==> config.mk <==
export PLATFORM = sky130hd
export DESIGN_NAME = nspw_sums
export DESIGN_NICKNAME = d
export VERILOG_FILES = /design/src/design/nspw_pkg.sv /design/src/design/nspw_sums.sv
export SDC_FILE = /design/constraint.sdc
export NUM_CORES = 2
export LEC_CHECK = 0
export ABC_AREA = 1
export BUFFER_PORTS_ARGS = -buffer_cell sky130_fd_sc_hd__buf_2
export CELL_PAD_IN_SITES_DETAIL_PLACEMENT = 0
export CELL_PAD_IN_SITES_GLOBAL_PLACEMENT = 1
export CORE_MARGIN = 4
export CORE_UTILIZATION = 40
export CTS_BUF_LIST = sky130_fd_sc_hd__clkbuf_16
export CTS_CLUSTER_DIAMETER = 60
export DETAILED_ROUTE_END_ITERATION = 12
export PLACE_DENSITY_LB_ADDON = 0.3
export SYNTH_ARGS = -nofsm -noshare
export SYNTH_HDL_FRONTEND = slang
export SYNTH_SLANG_ARGS = --single-unit
export TNS_END_PERCENT = 30
==> constraint.sdc <==
create_clock -name clk -period 8.3 [get_ports clk]
set_input_delay 1.66 -clock clk [delete_from_list [all_inputs] [get_ports clk]]
set_output_delay 1.66 -clock clk [all_outputs]
set_load 0.01 [all_outputs]
==> src/design/nspw_pkg.sv <==
// Package: widths, coefficient tables and CORDIC angle table for the phase wrapper.
`default_nettype none
package nspw_pkg;
  localparam int unsigned MaxFringesDef = 8;
  localparam int unsigned PhaseBitsDef  = 16;
  localparam int unsigned MinFringes    = 3;
  localparam int unsigned SampleW       = 8;
  localparam int unsigned CoefW         = 16;
  localparam int unsigned SumW          = 28;
  localparam int unsigned CordW         = 40;
  localparam int unsigned CountW        = 4;
  localparam int unsigned OutW          = 16;
  localparam logic [CountW-1:0] FringeReset = 4'd5;

  typedef logic [SampleW-1:0] sample_t;
  typedef logic signed [SumW-1:0] sum_t;
  typedef logic signed [CordW-1:0] cord_t;

  typedef enum logic [0:0] {
    REG_FRINGE_COUNT = 1'b0
  } reg_idx_t;

  function automatic logic signed [CoefW-1:0] sin_coef(input logic [2:0] n3, input logic [2:0] k);
    logic signed [CoefW-1:0] v;
    v = '0;
    case (n3)
      3'd0: case (k) 3'd1: v = 16'sd28378; 3'd2: v = -16'sd28378; default: v = '0; endcase
      3'd1: case (k) 3'd1: v = 16'sd32767; 3'd3: v = -16'sd32768; default: v = '0; endcase
      3'd2: case (k)
        3'd1: v = 16'sd31164; 3'd2: v = 16'sd19261; 3'd3: v = -16'sd19261;
        3'd4: v = -16'sd31164; default: v = '0;
      endcase
      3'd3: case (k)
        3'd1: v = 16'sd28378; 3'd2: v = 16'sd28378; 3'd4: v = -16'sd28378;
        3'd5: v = -16'sd28378; default: v = '0;
      endcase
      3'd4: case (k)
        3'd1: v = 16'sd25619; 3'd2: v = 16'sd31946; 3'd3: v = 16'sd14218;
        3'd4: v = -16'sd14218; 3'd5: v = -16'sd31946; 3'd6: v = -16'sd25619;
        default: v = '0;
      endcase
      3'd5: case (k)
        3'd1: v = 16'sd23170; 3'd2: v = 16'sd32767; 3'd3: v = 16'sd23170;
        3'd5: v = -16'sd23170; 3'd6: v = -16'sd32768; 3'd7: v = -16'sd23170;
        default: v = '0;
      endcase
      default: v = '0;
    endcase
    return v;
  endfunction

  function automatic logic signed [CoefW-1:0] cos_coef(input logic [2:0] n3, input logic [2:0] k);
    logic signed [CoefW-1:0] v;
    v = '0;
    case (n3)
      3'd0: case (k)
        3'd0: v = 16'sd32767; 3'd1: v = -16'sd16384; 3'd2: v = -16'sd16384; default: v = '0;
      endcase
      3'd1: case (k) 3'd0: v = 16'sd32767; 3'd2: v = -16'sd32768; default: v = '0; endcase
      3'd2: case (k)
        3'd0: v = 16'sd32767; 3'd1: v = 16'sd10126; 3'd2: v = -16'sd26510;
        3'd3: v = -16'sd26510; 3'd4: v = 16'sd10126; default: v = '0;
      endcase
      3'd3: case (k)
        3'd0: v = 16'sd32767; 3'd1: v = 16'sd16384; 3'd2: v = -16'sd16384;
        3'd3: v = -16'sd32768; 3'd4: v = -16'sd16384; 3'd5: v = 16'sd16384;
        default: v = '0;
      endcase
      3'd4: case (k)
        3'd0: v = 16'sd32767; 3'd1: v = 16'sd20431; 3'd2: v = -16'sd7292;
        3'd3: v = -16'sd29523; 3'd4: v = -16'sd29523; 3'd5: v = -16'sd7292;
        3'd6: v = 16'sd20431; default: v = '0;
      endcase
      3'd5: case (k)
        3'd0: v = 16'sd32767; 3'd1: v = 16'sd23170; 3'd3: v = -16'sd23170;
        3'd4: v = -16'sd32768; 3'd5: v = -16'sd23170; 3'd7: v = 16'sd23170;
        default: v = '0;
      endcase
      default: v = '0;
    endcase
    return v;
  endfunction

  // atan(2^-i) with pi = 2^31
  function automatic logic [31:0] atan_pi31(input logic [4:0] i);
    logic [31:0] v;
    case (i)
      5'd0: v = 32'h20000000;  5'd1: v = 32'h12E4051E;  5'd2: v = 32'h09FB385B;
      5'd3: v = 32'h051111D4;  5'd4: v = 32'h028B0D43;  5'd5: v = 32'h0145D7E1;
      5'd6: v = 32'h00A2F61E;  5'd7: v = 32'h00517C55;  5'd8: v = 32'h0028BE53;
      5'd9: v = 32'h00145F2F;  5'd10: v = 32'h000A2F98; 5'd11: v = 32'h000517CC;
      5'd12: v = 32'h00028BE6; 5'd13: v = 32'h000145F3; 5'd14: v = 32'h0000A2FA;
      5'd15: v = 32'h0000517D; 5'd16: v = 32'h000028BE; 5'd17: v = 32'h0000145F;
      5'd18: v = 32'h00000A30; 5'd19: v = 32'h00000518; 5'd20: v = 32'h0000028C;
      5'd21: v = 32'h00000146; 5'd22: v = 32'h000000A3; 5'd23: v = 32'h00000051;
      default: v = '0;
    endcase
    return v;
  endfunction
endpackage
`default_nettype wire

==> src/design/nspw_sums.sv <==
// Two-stage multiply-accumulate forming the sine and cosine sums of one pixel.
`default_nettype none
module nspw_sums import nspw_pkg::*; #(
  parameter int unsigned MAX_FRINGES = MaxFringesDef
) (
  input  wire logic               clk,
  input  wire logic               rst_n,
  input  wire logic               adv,
  input  wire logic               in_vld,
  input  wire logic [2:0]         n3,
  input  wire sample_t            samples [MAX_FRINGES],
  output logic                    vld_o,
  output sum_t                    s_o,
  output sum_t                    c_o
);
  localparam int unsigned NP = MAX_FRINGES;
  logic signed [SumW-1:0] ps_r [NP];
  logic signed [SumW-1:0] pc_r [NP];
  logic vld1_r, vld2_r;
  sum_t s_r, c_r;
  sum_t s_nxt, c_nxt;

  // stage 1: products, lanes past N get zero coefficients
  always_ff @(posedge clk) begin
    if (adv) begin
      for (int k = 0; k < NP; k++) begin
        ps_r[k] <= sum_t'($signed({1'b0, samples[k]})) * sum_t'(sin_coef(n3, 3'(k)));
        pc_r[k] <= sum_t'($signed({1'b0, samples[k]})) * sum_t'(cos_coef(n3, 3'(k)));
      end
    end
  end

  always_comb begin
    s_nxt = '0;
    c_nxt = '0;
    for (int k = 0; k < NP; k++) begin
      s_nxt = s_nxt + ps_r[k];
      c_nxt = c_nxt + pc_r[k];
    end
  end

  always_ff @(posedge clk) begin
    if (adv) begin
      s_r <= s_nxt;
      c_r <= c_nxt;
    end
  end

  always_ff @(posedge clk) begin
    if (!rst_n) begin
      vld1_r <= 1'b0;
      vld2_r <= 1'b0;
    end else if (adv) begin
      vld1_r <= in_vld;
      vld2_r <= vld1_r;
    end
  end

  assign vld_o = vld2_r;
  assign s_o   = s_r;
  assign c_o   = c_r;
endmodule
`default_nettype wire

### Word level (Yosys, flattened, before mapping)

Memory sizes are Yosys's and may differ from the RTL's.
Cells that the tools add are included.

| operators by class | value |
|---|---|
| $add $sub $neg | 14 |
| multipliers | 16 |
| equality and inequality tests | 5 |
| mux-type cells | 33 |
| reductions and logical operators | 3 |

Operator list:

| cell | number |
|---|---|
| 9-bit by 16-bit multiplier with 25-bit output | 16 |
| 28-bit adder | 14 |
| 16-bit 2-to-1 mux | 17 |
| 16-bit case mux with 4 select lines | 4 |
| 16-bit case mux with 5 select lines | 2 |
| 16-bit case mux with 3 select lines | 3 |
| 15-bit case mux with 5 select lines | 1 |
| 15-bit 2-to-1 mux | 3 |
| 16-bit case mux with 2 select lines | 1 |
| 3-bit by 2-bit equality test with 1-bit output (second input constant) | 2 |
| 3-bit equality test (second input constant) | 2 |
| 6-bit OR reduction | 1 |
| 3-bit by 1-bit equality test with 1-bit output (second input constant) | 1 |
| 3-bit zero test | 1 |
| 1-bit 2-to-1 mux | 2 |
| 2-bit OR reduction | 1 |

| storage, ports and cells | value |
|---|---|
| bits in registers | 58 |
| memory bits (writable) | 448 |
| output and inout port bits | 57 |
| word-level logic and storage cells | 77 |
| memories | 2 |

Memories:

| name | words | bits a word | rd ports | clocked after memory_dff | wr ports | line | source |
|---|---|---|---|---|---|---|---|
| pc_r | 8 | 28 | 8 | 0 | 8 | nspw_sums.sv:18 | `logic signed [SumW-1:0] pc_r [NP];` |
| ps_r | 8 | 28 | 8 | 0 | 8 | nspw_sums.sv:17 | `logic signed [SumW-1:0] ps_r [NP];` |

### Logic depth before layout (Yosys ltp)

An unclocked memory read counts as a cell.

| depth | value |
|---|---|
| depth in word-level cells | 8 |
| depth in mapped cells | 29 |
| gate-level depth less buffers | 29 |

### Least setup slack after synthesis

Ideal clock, no wire load.

| timing | value |
|---|---|
| kind | input -> register |
| from | input port n3[0] |
| to | memory ps_r[5][23], in the netlist ps_r[1][51] (data pin) |
| arrival time | 6.477 ns |
| setup slack | 1.569 ns |
| cell stages on the path | 21 |
| cells stage by stage | inv_2 > nor2_4 > nand2_2 > clkbuf_1 > nor2_1 > inv_1 > o21ai_0 > fa_1 > inv_1 > fa_1 > fa_1 > inv_1 > fa_1 > ha_1 > nand2_1 > inv_1 > nand2_1 > nor3_1 > nand3_1 > nand4_1 > nand2_1 |

RTL lines:

| item | line | source |
|---|---|---|
| start: declaration | nspw_sums.sv:10 | `input wire logic [2:0] n3,` |
| end: declaration | nspw_sums.sv:17 |  |

==> summary.md <==
| Metric | Value |
|---|---|
| Cts hold-fix bufs | `0` |
| Non-filler instance count after layout | `12059` |
| Outcome | `finished, final reports clean` |
| Initial antenna violation count | `16` |
| Top cell type's share of synthesized area | `31.9%` |
| Pins Over Slew Limit | `0` |
| Num CTS Buffers | `68` |
| Required @ worst endpoint | `8.75 ns` |
| Worst hold start | `vld1_r` |
| YS warnings | `0` |
| Die X | `446 µm` |
| Most used cell, CP | `inv_1` |
| Global-route usage over all layers | `24.2%` |
| Die Area | `199000 µm²` |
| Fmax | `136 MHz` |
| Kind of critical path | `primary input to flip-flop` |
| Die Span Y | `446 µm` |
| CTS tree | `built` |
| Hold WC Path Type | `flip-flop to flip-flop` |
| Reg2reg path depth | `16` |
| Crit. End Element | `flip-flop` |
| Clk_skew | `0.0476 ns` |
| Largest net degree at the start of global routing | `158` |
| H-Tree Depth | `3` |
| Setup repair bufs after CTS | `0` |
| Worst setup path endpoint | `pc_r[1][18]` |
| Minimum clock period | `7.36 ns` |
| RSZ-0062 raised after global routing | `false` |
| Number of placed I/O pins | `128` |
| Worst EP arrival | `7.81 ns` |
| Mux cell area share after synthesis | `0%` |
| Vias in the first global route | `60657` |
| Cell taking the most area after synthesis | `fa_1` |
| Core ar. | `190000 µm²` |
| Slowest Stage Delay on Critical Path | `0.59 ns` |
| Synth Net Count | `11504` |
| Row Count | `160` |
| Ys async rst share | `0%` |
| Setup TNS Final | `0 ns` |
| Final nets | `11698` |
| Post-synthesis register bit count | `423` |
| CTS root buffer | `clkbuf_16` |
| Average size of a mapped cell | `8.26 µm²` |
| Gpl congestion | `0.941` |
| DRT Pass-1 Iters | `6` |
| Share of layout cells above drive strength 1 | `3.45%` |
| First-pass GRT wire length | `364 mm` |
| Post-Synth Simple-Gate Area | `16.3%` |
| Area Overhead vs Synth | `8.20%` |
| Adder-Cell Fraction of Synth Area | `46.9%` |
| CP max stage cell | `nor2_1` |
| Initial DRC count | `4329` |
| Routed vias/inst | `4.82` |
| Slew HR | `26.1%` |
| Port-buffer cells | `127` |
| Overall routed net length | `236 mm` |
| Clk slew on worst S/H paths | `0.05 ns` |
| Compound-cell area share of the yosys netlist | `3.27%` |
| Setup violations, final | `0` |
| CP Max Fanout | `27` |
| Area contributors post-synth | `fa_1 (32%), edfxtp_1 (16%), ha_1 (15%)` |
| Startpoint Class | `primary input` |
| Distinct cells, synth | `39` |
| Synth Flop Type | `edfxtp_1` |
| DP Area | `80700 µm²` |
| Drt drc | `0` |
| FF-to-FF Start | `ps_r[1][2]` |
| WL/cell | `19.5 µm` |
| Initial Util | `40.3%` |
| Top-count cell post-synth | `inv_1` |
| Hpwl dp | `209 mm` |
| Crit. Startpoint | `n3[1]` |
| PostCTS Resize Cnt | `0` |
| Via count | `58165` |
| Seq/Total Area, Yosys | `16.5%` |
| Clock Tree Buf Depth | `3` |
| Worst-margin pin slew | `1.11 ns` |
| CTS sink count | `423` |
| Min Hold Slack | `0.491 ns` |
| Post-route antenna net violation count | `0` |
| Post-synth top cells | `inv_1 (2856), nand2_1 (1756), fa_1 (1223), ha_1 (920), nor2_1 (824)` |
| Final Cycle Share | `88.7%` |
| Post-synth EDFFs | `421` |
| Mapped Area | `76700 µm²` |
| Clk_lat worst skew | `0.70 ns` |
| Global route overflow | `0` |
| Reg2reg end | `s_o[18]` |
| Number of max-cap violations | `0` |
| Xor/xnor share of the synthesized area | `2.61%` |
| Post-Layout Inst Area | `83000 µm²` |
| Dpl cells | `11925` |
| Final Hold Vio Count | `0` |
| Main combinational cell family by area after synthesis | `adder cells` |
| Worst R2R Setup Slack | `3.50 ns` |
| Cells after Synth | `9290` |
[cell type report]
class / count / area [µm²]
antenna: 9 / 22.5
clock buffer: 70 / 1750
clock inverter: 55 / 567
fill: 19405 / 107000
inverter: 2881 / 10800
multi-input combinational: 5942 / 53000
sequential: 423 / 12700
tap: 2511 / 3140
timing repair buffer: 168 / 991
[through the flow]
step	utilization, %	setup slack (ns)
global placement	42.4	0.267
CTS	43.6	0.947
floorplan	-	1.57
finish	43.6	0.939
detailed placement	42.4	0.187
global route	43.6	0.468
[worst min path at each step]
stage | slack [ns] | cells past startpoint | end
after floorplan | 0.45 | 2 | vld_o
after global placement | 0.47 | 2 | vld_o
after detailed placement | 0.48 | 2 | vld_o
after CTS | 0.49 | 2 | vld_o
after global routing | 0.52 | 2 | vld_o
final | 0.49 | 2 | vld_o
[state kept, by name, indices dropped and copies added, names as in the netlist]
name and cells:
pc_r 193, vld_o 1, ps_r 172, vld1_r 1, s_o 28, c_o 28
[metal layers]
layer	GRT usage, %	wire length [µm]	share of wire (%)	vias to the layer above
met1	34.4	109000	46	28625
met3	3.27	12300	5.2	206
met5	0	20	0.0085	-
li1	-	-	-	27953
met2	39.5	109000	46	1379
met4	5.22	5190	2.2	2
[layout by cell type, fill, tap and decap left out, drive strengths merged]
| master | instances |
|---|---|
| a21boi | 3 |
| a21o | 24 |
| a21oi | 291 |
| a31o | 1 |
| a31oi | 1 |
| and2 | 13 |
| buf | 168 |
| bufinv | 6 |
| clkbuf | 70 |
| clkinv | 39 |
| clkinvlp | 7 |
| dfxtp | 2 |
| diode | 9 |
| edfxtp | 421 |
| fa | 1223 |
| ha | 920 |
| inv | 2884 |
| nand2 | 1768 |
| nand2b | 1 |
| nand3 | 317 |
| nand3b | 15 |
| nand4 | 88 |
| nor2 | 834 |
| nor3 | 41 |
| nor4 | 6 |
| o211ai | 1 |
| o21a | 5 |
| o21ai | 117 |
| o21bai | 26 |
| o31ai | 1 |
| or2 | 17 |
| xnor2 | 80 |
| xor2 | 149 |
[cells by family (layout without fill, tap and decap cells)]
family / after synthesis / count (layout)
buf+inv: 2925 / 3174
simple gates: 3100 / 3100
xor+xnor: 229 / 229
other cells: 0 / 9
compound gates: 470 / 470
fa+ha+maj: 2143 / 2143
flops: 423 / 423
[critical path: cells and delay by family]
kind                     cells  cell delay (ns)
buffers and inverters        9             1.50
AO/OA/AOI/OAI                1             0.34
AND/OR/NAND/NOR              9             2.06
adder cells (fa/ha/maj)      6             2.20
Power is not shown: default switching activity piles up to over one toggle a cycle in this logic, so the estimate is an artifact.
