`src/design/nspw_pkg.sv`:
```
// Package: widths, coefficient tables and CORDIC angle table for the phase wrapper.
`default_nettype none
package nspw_pkg;
  localparam int unsigned MaxFringesDef = 8;
  localparam int unsigned PhaseBitsDef  = 16;
  localparam int unsigned MinFringes    = 3;
  localparam int unsigned SampleW       = 8;
  localparam int unsigned CoefW         = 16;
  localparam int unsigned SumW          = 28;
  localparam int unsigned CordW         = 40;
  localparam int unsigned CountW        = 4;
  localparam int unsigned OutW          = 16;
  localparam logic [CountW-1:0] FringeReset = 4'd5;

  typedef logic [SampleW-1:0] sample_t;
  typedef logic signed [SumW-1:0] sum_t;
  typedef logic signed [CordW-1:0] cord_t;

  typedef enum logic [0:0] {
    REG_FRINGE_COUNT = 1'b0
  } reg_idx_t;

  function automatic logic signed [CoefW-1:0] sin_coef(input logic [2:0] n3, input logic [2:0] k);
    logic signed [CoefW-1:0] v;
    v = '0;
    case (n3)
      3'd0: case (k) 3'd1: v = 16'sd28378; 3'd2: v = -16'sd28378; default: v = '0; endcase
      3'd1: case (k) 3'd1: v = 16'sd32767; 3'd3: v = -16'sd32768; default: v = '0; endcase
      3'd2: case (k)
        3'd1: v = 16'sd31164; 3'd2: v = 16'sd19261; 3'd3: v = -16'sd19261;
        3'd4: v = -16'sd31164; default: v = '0;
      endcase
      3'd3: case (k)
        3'd1: v = 16'sd28378; 3'd2: v = 16'sd28378; 3'd4: v = -16'sd28378;
        3'd5: v = -16'sd28378; default: v = '0;
      endcase
      3'd4: case (k)
        3'd1: v = 16'sd25619; 3'd2: v = 16'sd31946; 3'd3: v = 16'sd14218;
        3'd4: v = -16'sd14218; 3'd5: v = -16'sd31946; 3'd6: v = -16'sd25619;
        default: v = '0;
      endcase
      3'd5: case (k)
        3'd1: v = 16'sd23170; 3'd2: v = 16'sd32767; 3'd3: v = 16'sd23170;
        3'd5: v = -16'sd23170; 3'd6: v = -16'sd32768; 3'd7: v = -16'sd23170;
        default: v = '0;
      endcase
      default: v = '0;
    endcase
    return v;
  endfunction

  function automatic logic signed [CoefW-1:0] cos_coef(input logic [2:0] n3, input logic [2:0] k);
    logic signed [CoefW-1:0] v;
    v = '0;
    case (n3)
      3'd0: case (k)
        3'd0: v = 16'sd32767; 3'd1: v = -16'sd16384; 3'd2: v = -16'sd16384; default: v = '0;
      endcase
      3'd1: case (k) 3'd0: v = 16'sd32767; 3'd2: v = -16'sd32768; default: v = '0; endcase
      3'd2: case (k)
        3'd0: v = 16'sd32767; 3'd1: v = 16'sd10126; 3'd2: v = -16'sd26510;
        3'd3: v = -16'sd26510; 3'd4: v = 16'sd10126; default: v = '0;
      endcase
      3'd3: case (k)
        3'd0: v = 16'sd32767; 3'd1: v = 16'sd16384; 3'd2: v = -16'sd16384;
        3'd3: v = -16'sd32768; 3'd4: v = -16'sd16384; 3'd5: v = 16'sd16384;
        default: v = '0;
      endcase
      3'd4: case (k)
        3'd0: v = 16'sd32767; 3'd1: v = 16'sd20431; 3'd2: v = -16'sd7292;
        3'd3: v = -16'sd29523; 3'd4: v = -16'sd29523; 3'd5: v = -16'sd7292;
        3'd6: v = 16'sd20431; default: v = '0;
      endcase
      3'd5: case (k)
        3'd0: v = 16'sd32767; 3'd1: v = 16'sd23170; 3'd3: v = -16'sd23170;
        3'd4: v = -16'sd32768; 3'd5: v = -16'sd23170; 3'd7: v = 16'sd23170;
        default: v = '0;
      endcase
      default: v = '0;
    endcase
    return v;
  endfunction

  // atan(2^-i) with pi = 2^31
  function automatic logic [31:0] atan_pi31(input logic [4:0] i);
    logic [31:0] v;
    case (i)
      5'd0: v = 32'h20000000;  5'd1: v = 32'h12E4051E;  5'd2: v = 32'h09FB385B;
      5'd3: v = 32'h051111D4;  5'd4: v = 32'h028B0D43;  5'd5: v = 32'h0145D7E1;
      5'd6: v = 32'h00A2F61E;  5'd7: v = 32'h00517C55;  5'd8: v = 32'h0028BE53;
      5'd9: v = 32'h00145F2F;  5'd10: v = 32'h000A2F98; 5'd11: v = 32'h000517CC;
      5'd12: v = 32'h00028BE6; 5'd13: v = 32'h000145F3; 5'd14: v = 32'h0000A2FA;
      5'd15: v = 32'h0000517D; 5'd16: v = 32'h000028BE; 5'd17: v = 32'h0000145F;
      5'd18: v = 32'h00000A30; 5'd19: v = 32'h00000518; 5'd20: v = 32'h0000028C;
      5'd21: v = 32'h00000146; 5'd22: v = 32'h000000A3; 5'd23: v = 32'h00000051;
      default: v = '0;
    endcase
    return v;
  endfunction
endpackage
`default_nettype wire

```
`src/design/nspw_cordic.sv`:
```
// Pipelined vectoring CORDIC, one rotation per stage, giving the negated wrapped phase.
`default_nettype none
module nspw_cordic import nspw_pkg::*; #(
  parameter int unsigned PHASE_BITS = PhaseBitsDef
) (
  input  wire logic              clk,
  input  wire logic              rst_n,
  input  wire logic              adv,
  input  wire logic              vld_i,
  input  wire sum_t              s_i,
  input  wire sum_t              c_i,
  output logic                   vld_o,
  output logic [OutW-1:0]        phase_o
);
  localparam int unsigned NS = PHASE_BITS;
  localparam int unsigned SH = 32 - PHASE_BITS;

  cord_t x_r [NS+1];
  cord_t y_r [NS+1];
  logic [PHASE_BITS-1:0] z_r [NS+1];
  logic zero_r [NS+1];
  logic vld_r [NS+1];
  logic [OutW-1:0] ph_r;
  logic ph_vld_r;

  cord_t x0, y0;
  logic [PHASE_BITS-1:0] zneg;
  logic [OutW-1:0] ph_nxt;

  // prescale by 256 and fold the left half plane
  always_comb begin
    x0 = cord_t'(c_i) <<< 8;
    y0 = cord_t'(s_i) <<< 8;
  end

  always_ff @(posedge clk) begin
    if (adv) begin
      if (x0 < 0) begin
        x_r[0] <= -x0;
        y_r[0] <= -y0;
        z_r[0] <= PHASE_BITS'(1) << (PHASE_BITS - 1);
      end else begin
        x_r[0] <= x0;
        y_r[0] <= y0;
        z_r[0] <= '0;
      end
      zero_r[0] <= (s_i == '0) && (c_i == '0);
    end
  end

  for (genvar i = 0; i < NS; i++) begin : g_stage
    localparam logic [32:0] ROUNDED = (33'(atan_pi31(5'(i))) + (33'd1 << (SH - 1))) >> SH;
    localparam logic [PHASE_BITS-1:0] AI = PHASE_BITS'(ROUNDED);
    always_ff @(posedge clk) begin
      if (adv) begin
        if (!y_r[i][CordW-1]) begin
          x_r[i+1] <= x_r[i] + (y_r[i] >>> i);
          y_r[i+1] <= y_r[i] - (x_r[i] >>> i);
          z_r[i+1] <= z_r[i] + AI;
        end else begin
          x_r[i+1] <= x_r[i] - (y_r[i] >>> i);
          y_r[i+1] <= y_r[i] + (x_r[i] >>> i);
          z_r[i+1] <= z_r[i] - AI;
        end
        zero_r[i+1] <= zero_r[i];
      end
    end
  end

  always_ff @(posedge clk) begin
    if (!rst_n) begin
      for (int i = 0; i <= NS; i++) vld_r[i] <= 1'b0;
      ph_vld_r <= 1'b0;
    end else if (adv) begin
      vld_r[0] <= vld_i;
      for (int i = 0; i < NS; i++) vld_r[i+1] <= vld_r[i];
      ph_vld_r <= vld_r[NS];
    end
  end

  always_comb begin
    zneg = -z_r[NS];
    if (PHASE_BITS > OutW) begin
      ph_nxt = OutW'((33'(zneg) + (33'd1 << (PHASE_BITS - OutW - 1))) >> (PHASE_BITS - OutW));
    end else begin
      ph_nxt = OutW'(33'(zneg) << (OutW - PHASE_BITS));
    end
    if (zero_r[NS]) ph_nxt = '0;
  end

  always_ff @(posedge clk) begin
    if (adv) ph_r <= ph_nxt;
  end

  assign vld_o   = ph_vld_r;
  assign phase_o = ph_r;
endmodule
`default_nettype wire

```
`config.mk`:
```
export PLATFORM = sky130hd
export DESIGN_NAME = nspw_cordic
export DESIGN_NICKNAME = d
export VERILOG_FILES = /design/src/design/nspw_pkg.sv /design/src/design/nspw_cordic.sv
export SDC_FILE = /design/constraint.sdc
export NUM_CORES = 2
export LEC_CHECK = 0
export BUFFER_PORTS_ARGS = -buffer_cell sky130_fd_sc_hd__buf_2
export CAP_MARGIN = 10
export CORE_MARGIN = 2
export CORE_UTILIZATION = 30
export DETAILED_ROUTE_END_ITERATION = 10
export SETUP_SLACK_MARGIN = 0.2
export SLEW_MARGIN = 20
export SYNTH_ARGS = -nofsm -noshare
export SYNTH_HDL_FRONTEND = slang
export SYNTH_SLANG_ARGS = --single-unit
```
`constraint.sdc`:
```
create_clock -name clk -period 5.68 [get_ports clk]
set_clock_uncertainty 0.2 [all_clocks]
set_input_delay 1.136 -clock clk [delete_from_list [all_inputs] [get_ports clk]]
set_output_delay 1.136 -clock clk [all_outputs]
set_load 0.005 [all_outputs]
```
======== Word level (Yosys, flattened, before mapping) ========
Memory sizes are Yosys's and may differ from the RTL's. A register that Yosys moved wholly into a read port is not among the register bits.
Index checks and enable logic that the tools add are counted.
word-level totals
  logic and storage cells ................. 350
  register bits after elaboration ......... 16
  RAM bits ................................ 1,666
  memories ................................ 5
  output and inout bits ................... 17
cells by class
  muxes and demuxes ....................... 175
  bitwise logic cells ..................... 68
  add/subtract/negate cells ............... 96
  magnitude comparators ................... 1
  reductions and logical operators ........ 4
memories
  memory  words  bits a word  read ports  clocked after Yosys merged registers in  wr ports  RTL line           RTL
  x_r     17     40           16          0                                        17        nspw_cordic.sv:18  cord_t x_r [NS+1];
  y_r     17     40           16          0                                        17        nspw_cordic.sv:19  cord_t y_r [NS+1];
  z_r     17     16           17          0                                        17        nspw_cordic.sv:20  logic [PHASE_BITS-1:0] z_r [NS+1];
  vld_r   17     1            17          1                                        17        nspw_cordic.sv:22  logic vld_r [NS+1];
  zero_r  17     1            17          0                                        17        nspw_cordic.sv:21  logic zero_r [NS+1];
operators with widths
  cell                          number
  2-to-1 mux 40 bit             34
  2-to-1 mux 16 bit             17
  2-to-1 mux 1 bit              124
  adder 40 x 25 -> 40 bit       2
  adder 40 x 26 -> 40 bit       2
  adder 40 x 27 -> 40 bit       2
  adder 40 x 28 -> 40 bit       2
  adder 40 x 29 -> 40 bit       2
  adder 40 x 30 -> 40 bit       2
  adder 40 x 31 -> 40 bit       2
  adder 40 x 32 -> 40 bit       2
  adder 40 x 33 -> 40 bit       2
  adder 40 x 34 -> 40 bit       2
  adder 40 x 35 -> 40 bit       2
  adder 40 x 36 -> 40 bit       2
  adder 40 x 37 -> 40 bit       2
  adder 40 x 38 -> 40 bit       2
  adder 40 x 39 -> 40 bit       2
  negator 36 -> 40 bit          2
  subtractor 40 x 25 -> 40 bit  2
  subtractor 40 x 26 -> 40 bit  2
  subtractor 40 x 27 -> 40 bit  2
  subtractor 40 x 28 -> 40 bit  2
  subtractor 40 x 29 -> 40 bit  2
  46 further kinds              127

======== Depth between registers and ports, before layout ========
  depth after elaboration ................. 5
  depth in mapped cells ................... 24
  gate-level depth less buffers ........... 24

======== Worst setup path before layout ========
No wires, ideal clock.
  path kind ............................... input to register
  start point ............................. input adv
  end point ............................... memory x_r[13][38] in the netlist's numbering, data pin
  cell stages on the path ................. 21
  data arrival time ....................... 5.660 ns
  required time ........................... 5.216 ns
  setup slack ............................. -0.443 ns
  cells stage by stage .................... clkbuf_1 -> clkbuf_1 -> clkbuf_1 -> nand2_1 -> inv_1 -> buf_1 -> nor2_1 -> xnor2_1 -> ha_1 -> a21o_1 -> a21oi_1 -> o21bai_1 -> or4_1 -> o21ai_1 -> o31ai_1 -> a2111o_1 -> a21oi_1 -> o21a_1 -> o21ai_1 -> a221oi_1 -> xnor2_1
RTL lines
  item                RTL line           RTL
  start: declaration  nspw_cordic.sv:8   input wire logic adv,
  end: declaration    nspw_cordic.sv:18

==> impl_metrics.json <==
{
  "area.growth.synth_to_final_pct": 18.7,
  "final-setup-viol-count": 0,
  "ant_nets": 0,
  "status": "finished clean",
  "cp_slowest_cell": "or4_1",
  "period_needed_ps": 5310,
  "fin_nets": 14700,
  "regToRegStartpoint": "y_r[6][12]$_DFFE_PP_",
  "synth-compound-area-share": 0.206,
  "h-tree-depth": 4,
  "avgViaCountPerCell": 5.01,
  "synth_nets": 13400,
  "crit_start": "y_r[6][12]$_DFFE_PP_",
  "topRoutingLayerUsed": "met4",
  "drc_errors": 0,
  "portBuffers": 75,
  "critical_path_class": "reg2reg",
  "antenna_found_initial": 16,
  "final_common_cell": "edfxtp_1",
  "drv_cap": 0,
  "drtIter0Drc": 5721,
  "final_cell_mix": "edfxtp_1, buf_4, ha_1, a21oi_1, xnor2_1",
  "wl_met1_um": 131000,
  "arrival_ps": 5670,
  "place_inst": 18200,
  "grt_usage": 0.163,
  "slew_violations": 0,
  "clkTransAtPathRegs_ps": 60,
  "final.period_utilization": 0.935,
  "gp_congestion": 0.923,
  "synth_top_family_by_area": "compound AO/OA/AOI/OAI gates",
  "root_buffer": "clkbuf_16",
  "synthCells": 12000,
  "grt_pass1_vias": 90500,
  "ys_seq_area_frac": 0.346,
  "layout-drive-gt1-share": 0.135,
  "dieArea_um2": 383000,
  "relSlewSlack": 0.306,
  "io-pin-count": 77,
  "ys_types": 99,
  "synth-xor-area-share": 0.140,
  "cp-start-kind": "flop",
  "crit_chain": "or4_1 -> or3_1 -> nand2b_1 -> or2_1 -> or3_1 -> o21ai_1 -> xor2_1 -> ha_1 -> and3_1 -> and2_1 -> nand2_1 -> o21ai_2 -> buf_4 -> a41o_1 -> a211oi_1 -> a2111oi_1 -> a211oi_2 -> xnor2_1",
  "rsz0062_at_grt": "true",
  "netlist_area_um2": 114000,
  "first_pass_iters": 6,
  "die_h_um": 619,
  "wl_per_cell_um": 17.5,
  "grt_first_pass_wirelength_um": 502000,
  "synth.area.top_cells": "edfxtp_1, ha_1, xnor2_1",
  "synth-seq-cells": 1309,
  "clk_path_buf_depth": 4,
  "routed_wl_um": 324000,
  "synthAdderAreaFrac": 0.145,
  "cts_buffers": 161,
  "synth-edff-count": 1308,
  "layout.cells.non_filler": 18500,
  "path_common_cell": "or3_1",
  "min_path_type": "reg2reg",
  "initial_utilization": 0.302,
  "slowest_delay_ps": 570,
  "wl_met3_um": 10400,
  "muxShareOfSynthArea": 0.00400,
  "hold_viol_final": 0,
  "grt_max_degree": 84,
  "cp_data_required_time_ps": 6040,
  "hold_path.startpoint": "zero_r[0]$_DFFE_PP_",
  "clock-sinks": 1309,
  "dpl.hpwl_um": 268000,
  "num_vias": 92500,
  "rows": 225,
  "tritoncts": "done",
  "coreArea_um2": 376000,
  "grt_overflow": 0,
  "yosysWarnings": 0,
  "yosys.area_share.simple": 0.133,
  "insertion_delay_ps": 860,
  "setup-tns-final_ps": 0,
  "max_freq_mhz": 188,
  "crit_fanout": 5,
  "end_kind": "flop",
  "synth_area_per_cell_um2": 9.42,
  "nFillCells": 38200,
  "synth_ff_type": "edfxtp_1",
  "synth_top_cell_area_share": 0.346,
  "synth_area_leader_cell": "edfxtp_1",
  "wl_met2_um": 165000,
  "tightest_slew_ps": 1040,
  "async_reset_ff_frac": 0,
  "die_width_um": 619
}
flip-flops by register name, indices dropped and copies added, names as in the netlist:
signal and flops:
zero_r 17, y_r 531, vld_o 1, z_r 215
vld_r 17, x_r 513, phase_o 15
synthesized netlist by cell type (59+ instances only):
cell	number
nand4_1	95
nand2b_1	200
a21oi_1	1187
nor2_1	943
o31ai_1	190
nand3_1	156
nor4_1	102
or3_1	91
o21ai_0	757
a211oi_1	71
o21a_1	148
xor2_1	690
inv_1	528
nor3_1	254
a21o_1	577
and3_1	116
and2_1	59
clkbuf_1	228
nor2b_1	148
edfxtp_1	1308
xnor2_1	1123
a21boi_0	65
o41ai_1	77
o21bai_1	170
ha_1	1263
nand2_1	709
a31oi_1	109
stage by stage:
step | utilization | setup slack [ps] | instance area [um^2] | hold slack [ps]
2_1_floorplan | - | 210 | 114000 | 200
3_3_place_gp | 0.343 | -439 | 129000 | 204
3_5_place_dp | 0.343 | -314 | 129000 | 205
4_1_cts | 0.357 | 208 | 134000 | 211
5_1_grt | 0.358 | 44.8 | 135000 | 221
6_report | 0.358 | 369 | 135000 | 212
kinds of logic after synthesis:
family	after synthesis
AO/OA/AOI/OAI	3704
adder cells (fa/ha/maj)	1296
XOR/XNOR	1813
buffers and inverters	789
AND/OR/NAND/NOR	3091
flip-flops	1309
other	1
multiplexers	44
final cells by class:
| class | count | area (um^2) | area share |
|---|---|---|---|
| Timing Repair Buffer | 1387 | 10400 | 0.0771 |
| Inverter | 537 | 2020 | 0.0150 |
| Antenna cell | 14 | 35.0 | 0.000260 |
| Tap cell | 4994 | 6250 | 0.0464 |
| Clock inverter | 83 | 785 | 0.00582 |
| Clock buffer | 193 | 4210 | 0.0313 |
| Sequential cell | 1309 | 39300 | 0.292 |
| Multi-Input combinational cell | 9949 | 71800 | 0.533 |
layer usage:
| layer | track usage | vias to the layer above |
|---|---|---|
| met5 | 0 | - |
| met1 | 0.183 | 43100 |
| met3 | 0.0167 | 618 |
| met2 | 0.305 | 1698 |
| li1 | - | 47100 |
| met4 | 0.0779 | 0 |
timing repair:
| action | 4_1_cts | 5_1_grt |
|---|---|---|
| pin swaps | 0 | 20 |
| endpoints found under the hold margin | 0 | 0 |
| gates resized for setup | 13 | 104 |
| hold buffers | 0 | 0 |
| endpoints found under the setup margin | 14 | 85 |
| setup buffers | 2 | 17 |
worst max-delay path: cells and delay by family, from the launching register on:
kind                     cells  cell delay [ps]
adder cells (fa/ha/maj)      1              370
AND/OR/NAND/NOR              8             2300
buffers and inverters        1              160
AO/OA/AOI/OAI                6             1370
flip-flops                   1              390
XOR/XNOR                     2              240
final timing paths:
kind / cells after the start / slack (ps) / endpoint
setup / recovery: 18 / 370 / x_r[7][38]$_DFFE_PP_
hold / removal: 0 / 210 / zero_r[1]$_DFFE_PP_
setup reg to reg: 18 / 370 / x_r[7][38]$_DFFE_PP_
hold reg to reg: 0 / 210 / zero_r[1]$_DFFE_PP_
Power is not shown: default switching activity piles up to over one toggle a cycle in this logic, so the estimate is an artifact.
